==> src/rtl/mtkd_pkg.sv <==
`timescale 1ns / 1ps
`default_nettype none
// ----------------------------------------------------------------------------
// mtkd_pkg
// Shared types and constants of the MT19937 keystream byte decoder.
// ----------------------------------------------------------------------------
package mtkd_pkg;

  // Generator geometry.
  localparam int STATE_WORDS = 624;
  localparam int MT_OFFSET   = 397;
  localparam int ADDR_W      = $clog2(STATE_WORDS);

  // Generator constants.
  localparam logic [31:0] MT_MATRIX    = 32'h9908_B0DF;
  localparam logic [31:0] MT_INIT_MULT = 32'h6C07_8965;
  localparam logic [31:0] TEMPER_B     = 32'h9D2C_5680;
  localparam logic [31:0] TEMPER_C     = 32'hEFC6_0000;
  localparam logic [31:0] SEED_OFFSET  = 32'd6;

  // Additive key constants.
  localparam logic [7:0] KEY_START   = 8'hC5;
  localparam logic [7:0] STEP_START  = 8'h83;
  localparam logic [7:0] STEP_GROWTH = 8'h53;

  typedef logic [ADDR_W-1:0] addr_t;

  // Controller states.
  typedef enum logic [2:0] {
    S_IDLE,
    S_SEED_MUL,
    S_SEED_ADD,
    S_RD_PAIR,
    S_RD_FAR,
    S_TWIST,
    S_OUT
  } state_t;

  // Commands from the controller to the datapath.
  typedef struct packed {
    logic load_in;
    logic start_seed;
    logic seed_mul;
    logic seed_add;
    logic rd_far;
    logic twist;
    logic out_load;
  } cmd_t;

  // Status from the datapath to the controller.
  typedef struct packed {
    logic seed_last;
    logic out_free;
  } sts_t;

  // MT19937 output tempering.
  function automatic logic [31:0] temper(input logic [31:0] w);
    logic [31:0] t;
    t = w ^ (w >> 11);
    t = t ^ ((t << 7) & TEMPER_B);
    t = t ^ ((t << 15) & TEMPER_C);
    t = t ^ (t >> 18);
    return t;
  endfunction

endpackage
`default_nettype wire

==> src/rtl/mtkd_ctrl.sv <==
`timescale 1ns / 1ps
`default_nettype none
// ----------------------------------------------------------------------------
// mtkd_ctrl
// Sequencer for seeding, per-word twist, and result delivery.
// ----------------------------------------------------------------------------
module mtkd_ctrl
  import mtkd_pkg::*;
(
  input  wire  clk,
  input  wire  rst,
  input  wire  in_valid,
  input  wire  in_first,
  output logic in_ready,
  input  sts_t sts,
  output cmd_t cmd
);

  state_t state;
  state_t state_next;

  // State register.
  always_ff @(posedge clk) begin
    if (rst) begin
      state <= S_IDLE;
    end else begin
      state <= state_next;
    end
  end

  // Next state and commands.
  always_comb begin
    state_next = state;
    cmd        = '0;
    in_ready   = 1'b0;
    case (state)
      S_IDLE: begin
        in_ready = 1'b1;
        if (in_valid) begin
          cmd.load_in = 1'b1;
          if (in_first) begin
            cmd.start_seed = 1'b1;
            state_next     = S_SEED_MUL;
          end else begin
            state_next = S_RD_PAIR;
          end
        end
      end
      S_SEED_MUL: begin
        cmd.seed_mul = 1'b1;
        state_next   = S_SEED_ADD;
      end
      S_SEED_ADD: begin
        cmd.seed_add = 1'b1;
        state_next   = sts.seed_last ? S_RD_PAIR : S_SEED_MUL;
      end
      S_RD_PAIR: begin
        state_next = S_RD_FAR;
      end
      S_RD_FAR: begin
        cmd.rd_far = 1'b1;
        state_next = S_TWIST;
      end
      S_TWIST: begin
        cmd.twist  = 1'b1;
        state_next = S_OUT;
      end
      S_OUT: begin
        if (sts.out_free) begin
          cmd.out_load = 1'b1;
          state_next   = S_IDLE;
        end
      end
      default: begin
        state_next = S_IDLE;
      end
    endcase
  end

endmodule
`default_nettype wire

==> config.mk <==
export PLATFORM = sky130hd
export DESIGN_NAME = mtkd_ctrl
export DESIGN_NICKNAME = d
export VERILOG_FILES = /design/src/rtl/mtkd_pkg.sv /design/src/rtl/mtkd_ctrl.sv
export SDC_FILE = /design/constraint.sdc
export NUM_CORES = 1
export LEC_CHECK = 0
export ABC_AREA = 1
export BUFFER_PORTS_ARGS = -buffer_cell sky130_fd_sc_hd__buf_2
export CORE_AREA = 2 2 39 41
export CTS_BUF_LIST = sky130_fd_sc_hd__clkbuf_2 sky130_fd_sc_hd__clkbuf_4 sky130_fd_sc_hd__clkbuf_8
export DETAILED_ROUTE_END_ITERATION = 10
export DIE_AREA = 0 0 41 43
export PLACE_DENSITY = 0.35
export SETUP_SLACK_MARGIN = 0.4
export SLEW_MARGIN = 40
export SYNTH_ARGS = -nofsm -noshare
export SYNTH_HDL_FRONTEND = slang
export SYNTH_SLANG_ARGS = --single-unit
export TNS_END_PERCENT = 50
==> constraint.sdc <==
create_clock -name clk -period 1.3 [get_ports clk]
set_clock_uncertainty 0.1 [all_clocks]
set_input_delay 0 -clock clk [delete_from_list [all_inputs] [get_ports clk]]
set_output_delay 0 -clock clk [all_outputs]
set_load 0.02 [all_outputs]
==> results of run 1 <==
==> report_power, final <==
| group | internal, mW | total, mW | switching (mW) |
|---|---|---|---|
| clock | 0.135 | 0.178 | 0.0430 |
| sequential | 0.107 | 0.125 | 0.0186 |
| combinational | 0.124 | 0.253 | 0.129 |
| total | 0.366 | 0.557 | 0.190 |
==> logic make-up (layout without fill, tap and decap cells) <==
kind of cell | count (synthesis) | in the layout | share of synthesized area, %
simple gates | 20 | 20 | 50.0
compound gates | 3 | 3 | 7.14
flops | 3 | 3 | 28.6
buf+inv | 8 | 31 | 14.3
==> what timing repair did <==
action / in CTS / in global routing
pin swaps: 3 / 1
hold endpoints to repair: 3 / 0
gates cloned: 0 / 0
hold buffers: 1 / 0
setup endpoints to repair: 11 / 11
gates resized for setup: 12 / 2
buffers inserted: 4 / 1
==> cell usage after synthesis (all sizes together) <==
library cell / instances
nor3: 3
nand4: 2
nor2: 7
inv: 8
dfxtp: 3
a21oi: 2
nand3: 3
o21ai: 1
nand2: 5
==> through the flow <==
step / area (um^2) / power [mW]
finish: 427 / 0.557
global route: 427 / 0.603
CTS: 413 / 0.557
detailed placement: 310 / 0.303
global placement: 310 / 0.304
floorplan: 225 / 0.253
==> cell type report <==
cell class | count | area (um^2)
Fill cell | 160 | 957
Inverter | 8 | 30.0
Multi-Input combinational cell | 23 | 139
Timing Repair Buffer | 19 | 136
Clock buffer | 4 | 30.0
Tap cell | 16 | 20.0
Sequential cell | 3 | 71.3
==> how the worst min path moves through the flow <==
stage | from | endpoint | slack (ns) | cells after the start
2_1_floorplan | rst | state[1] | -0.04 | 1
3_3_place_gp | rst | state[1] | 0.09 | 2
3_5_place_dp | rst | state[1] | 0.09 | 2
4_1_cts | sts[0] | state[1] | -0.004 | 4
5_1_grt | sts[0] | state[1] | 0.03 | 4
6_report | sts[0] | state[1] | 0.0002 | 4
==> cells in the final DEF, fill, tap and decap left out <==
cell           Yosys  layout
nor3_4             0       1
nand3_1            3       3
dlygate4sd3_1      0       1
nor3_1             2       1
clkbuf_4           0       4
inv_2              3       3
o21ai_1            1       1
nor2_1             5       4
nand2_1            4       4
nand4_1            2       2
buf_6              0       3
a21oi_1            2       2
nand2_2            1       1
buf_2              0       8
nor3_2             1       1
nor2_2             1       1
nor2_4             1       2
inv_1              5       5
dfxtp_4            0       3
buf_4              0       7
==> routing by layer <==
layer	vias to the layer above	routed length (um)	GRT usage, %	share of wire, %
li1	153	-	-	-
met1	127	247	9.32	43
met2	6	298	10.9	52
met3	0	28	3.14	4.9
met4	0	0	8.00	0
met5	-	0	0	0
==> worst max-delay path: cells and delay by family, from the launching register on <==
family / cells / cell delay, ns
DFF: 1 / 0.36
and+or+nand+nor: 3 / 0.29
buffers and inverters: 3 / 0.25
==> run metrics, run 1 <==
Yosys top cell area share 28.6%; # IOs 14; Detailed Route WL 574 um; post-synthesis net count 40; cell chain of the critical path nor2_4, inv_2, nor2_4, inv_2, nor3_4, buf_6; largest net degree at the start of global routing 7; Overflow after GRT 0; gp weighted congestion 0.669; Initial Util 15.2%; worst hold path class primary input to register; Util after Layout 30.8%; final setup violation count 0; Placed Cells 63; number of global-route vias before repair 254; routed length per instance 7.86 um; clock tree from TritonCTS built; worst-margin pin slew 0.171 ns; status complete, no violations; antenna violations before repair 0; Final TNS setup 0 ns; via/cell ratio 3.92; Hold Fails Final Rpt 0; Syn Inst Count 34; final worst slack 0.0853 ns; Iteration-0 DRC Markers 0; sequential-to-total area share from yosys stat 28.6%; slack of the worst reg-to-reg path 0.13 ns; CTS Buf Count 3; core area 1380 um^2; unrepaired setup endpoints after global routing yes; antenna-violating nets left 0; clk_lat worst skew 0.23 ns; IR drop worst, VDD 519 uV; Root Driver clkbuf_4; drc violations 0; worst slack at placement 0.205 ns; Avg Inst Size Synth 6.18 um^2; DP Wirelength 440 um; worst-case clock buffer depth 2; row cnt 14; Crit. End Element primary output; Overall Global Routing Usage 8.23%; total number of vias 286; P_leak 0.220 nW; Worst R2R Path Depth 8; drt first pass iters 1; Worst path slowest cell dfxtp_4; die area 1760 um^2; Slew HR 88.6%; Top Registers state: 3 flops; CP arrival 1.11 ns; max-slew violations 0; Worst Path Class, Setup register to primary output; reg2reg end state[1]; post-synth top area cell dfxtp_1; H-tree depth 1; Biggest register state; Max-Cap Viols 0; ant diodes 0; reg2reg start state[1]; Syn. warnings 0; Fin Hold WS 0.000164 ns; fraction of layout cells with a size suffix above 1 59.6%; Die X 41 um; Layout area overhead 103%; I/O Buffers 13; CP Launch Type register; Setup crit start state[1]; CTS Sinks 3; CP endpoint cmd[5]; Power Density 1300 nW/um^2; Final min period 1.21 ns; Synth cell types 14; die height 43 um; synth top area cells dfxtp_1, inv_1, nor2_1, nand3_1, nand2_1; Final Cycle Share 93.4%; first-pass GRT wire length 938 um; WP data required 1.20 ns; Netlist Area Pre-Place 210 um^2; fin cells 73; fmax 823 MHz; worst-path fanout max 5; clock-pin slew on the worst setup and hold paths 0.04 ns; max reg flops 3; synthesized flop and latch total 3; CP max stage delay 0.36 ns; nets 64
Power figures use the tool's default switching activity.
==> run 2, diff against run 1 <==
CAP_MARGIN = 0   (was not set)
CTS_BUF_LIST = not set   (was sky130_fd_sc_hd__clkbuf_2 sky130_fd_sc_hd__clkbuf_4 sky130_fd_sc_hd__clkbuf_8)
==> run 2 against run 1 <==
Non-clock buffer count unchanged. Combinational power is essentially flat. Global-route usage decreased by 0.30 points. Maximum frequency about the same. Utilization down 0.27 points. Die area unchanged. Sequential power hardly changed. Worst setup slack about the same. Flip-flop and latch count stayed put.
==> run metrics, run 2 (same netlist as run 1, synthesis figures left out) <==
WP data required 1.20 ns (about the same); routed length per instance 7.85 um (-0.17%); worst-case clock buffer depth 2 (unchanged); Slew HR 88.6% (unchanged); slack of the worst reg-to-reg path 0.13 ns (about the same); Top Registers state: 3 flops; drc violations 0 (unchanged); Iteration-0 DRC Markers 0 (unchanged); ant diodes 0 (unchanged); fraction of layout cells with a size suffix above 1 57.9% (-1.8 points); hold wc startpoint sts[0]; status complete, no violations; Fin Hold WS 0.000249 ns (+0.0000854 ns); gp weighted congestion 0.669 (unchanged); core area 1380 um^2 (unchanged); IR drop worst, VDD 520 uV (+0.30%); clk_lat worst skew 0.23 ns (about the same); Util after Layout 30.6% (-0.27 points); most common cell after layout, fill and taps aside buf_2; CP max stage delay 0.36 ns (about the same); Seq pwr share 23.4% (+0.9 points); total number of vias 286 (unchanged); Placed Cells 63 (unchanged); Initial Util 15.2% (unchanged); clock tree from TritonCTS built; unrepaired setup endpoints after global routing yes; Die X 41 um (unchanged); row cnt 14 (unchanged); Max-Cap Viols 0 (unchanged); Overflow after GRT 0 (unchanged); Int Pwr 0.345 mW (-5.7%); number of global-route vias before repair 254 (unchanged); Detailed Route WL 573 um (-0.17%); CTS Sinks 3 (unchanged); max reg flops 3 (unchanged); fmax 823 MHz (about the same); cell chain of the critical path nor2_4, inv_2, nor2_4, inv_2, nor3_4, buf_6; # IOs 14 (unchanged); final setup violation count 0 (unchanged); Final min period 1.21 ns (-0.000113 ns); Layout area overhead 101%; worst-path fanout max 5 (unchanged); sequential cell area 71.3 um^2 (unchanged); via/cell ratio 3.92 (unchanged); antenna-violating nets left 0 (unchanged); Crit. End Element primary output; Root Driver clkbuf_4; Biggest register state; Hold Path Sink state[1]; Final Cycle Share 93.4% (about the same); CP Launch Type register; Worst R2R Path Depth 8 (unchanged); Power Density 1270 nW/um^2 (-2.9%); die height 43 um (unchanged); P_leak 0.216 nW (-1.6%); Gate power share 47.2% (+1.8 points); antenna violations before repair 0 (unchanged); NetSw 0.190 mW (about the same); worst hold path class primary input to register; fin cells 73 (unchanged); first-pass GRT wire length 931 um (-0.75%); most frequent cells in the layout buf_2, buf_4, inv_1; area occupied by multi-input gates 139 um^2 (unchanged); largest net degree at the start of global routing 7 (unchanged); CTS Buf Count 3 (unchanged); DP Wirelength 440 um (unchanged); H-tree depth 1 (unchanged); CP arrival 1.11 ns (about the same); Final TNS setup 0 ns (unchanged); Switching Fraction 35.5% (+1.3 points); I/O Buffers 13 (unchanged); Worst Path Class, Setup register to primary output; Clock Power Share 29.4% (-2.7 points); Final Power 0.536 mW (-3.7%); worst-margin pin slew 0.171 ns (unchanged); reg2reg start state[1]; Hold Fails Final Rpt 0 (unchanged); hold path depth 4 (unchanged); nets 64 (unchanged); drt first pass iters 1 (unchanged); clock-pin slew on the worst setup and hold paths 0.03 ns (about the same); fillers 160 (unchanged); reg2reg end state[1]; max-slew violations 0 (unchanged); Worst path slowest cell dfxtp_4; die area 1760 um^2 (unchanged); Overall Global Routing Usage 7.93% (-0.30 points)
[run 2: cell count changes in the layout (fill, tap and decap cells not counted)]
cell,delta
clkbuf_1,+1
clkbuf_4,-1
[run 2: cell type report]
type | instances | area share, %
multi-input cells | 23 | 32.8
flip-flops and latches | 3 | 16.9
well taps | 16 | 4.73
repair buffers | 19 | 32.2
inverters | 8 | 7.10
clock buffers | 4 | 6.21
[run 2: repair_timing]
item / 4_1_cts / 5_1_grt
setup buffers: 4 / 1
hold endpoints to repair: 3 / 0
endpoints found under the setup margin: 11 / 11
resized for setup: 12 / 2
pin swaps: 3 / 1
hold buffers: 1 / 0
[run 2: worst max-delay path by stage]
stage	slack, ns	to	from
floorplan	0.21	cmd[5]	state[1]
global placement	0.19	cmd[5]	state[0]
detailed placement	0.20	cmd[5]	state[0]
CTS	0.07	cmd[5]	state[0]
global route	0.02	cmd[5]	state[0]
finish	0.09	cmd[5]	state[1]
[run 2: power by group through the flow]
| stage | Sequential (mW) | Combinational, mW | Clock [mW] |
|---|---|---|---|
| 6_report | 0.125 | 0.253 | 0.158 |
| 5_1_grt | 0.127 | 0.277 | 0.176 |
| 4_1_cts | 0.125 | 0.241 | 0.169 |
| 3_5_place_dp | 0.126 | 0.177 | 0 |
| 3_3_place_gp | 0.127 | 0.177 | 0 |
| 2_1_floorplan | 0.121 | 0.132 | 0 |
[run 2: routing by layer]
metal | vias to the layer above | share of wire (%) | wire length (um) | track usage (%)
met5 | - | 0 | 0 | 0
met4 | 0 | 0 | 0 | 6.00
met3 | 0 | 4.9 | 28 | 3.14
met2 | 6 | 51 | 295 | 10.9
met1 | 127 | 43 | 249 | 9.32
li1 | 153 | - | - | -
[run 2: worst max-delay path: cells and delay by family, from the launching register on]
kind / cells / cell delay [ns]
flip-flops: 1 / 0.36
buffers and inverters: 3 / 0.25
AND/OR/NAND/NOR: 3 / 0.29
[run 2: stage by stage]
step | setup WS (ns) | area, um^2
2_1_floorplan | 0.211 | 225
4_1_cts | 0.0716 | 409
3_5_place_dp | 0.205 | 310
5_1_grt | 0.0207 | 423
6_report | 0.0855 | 423
3_3_place_gp | 0.192 | 310
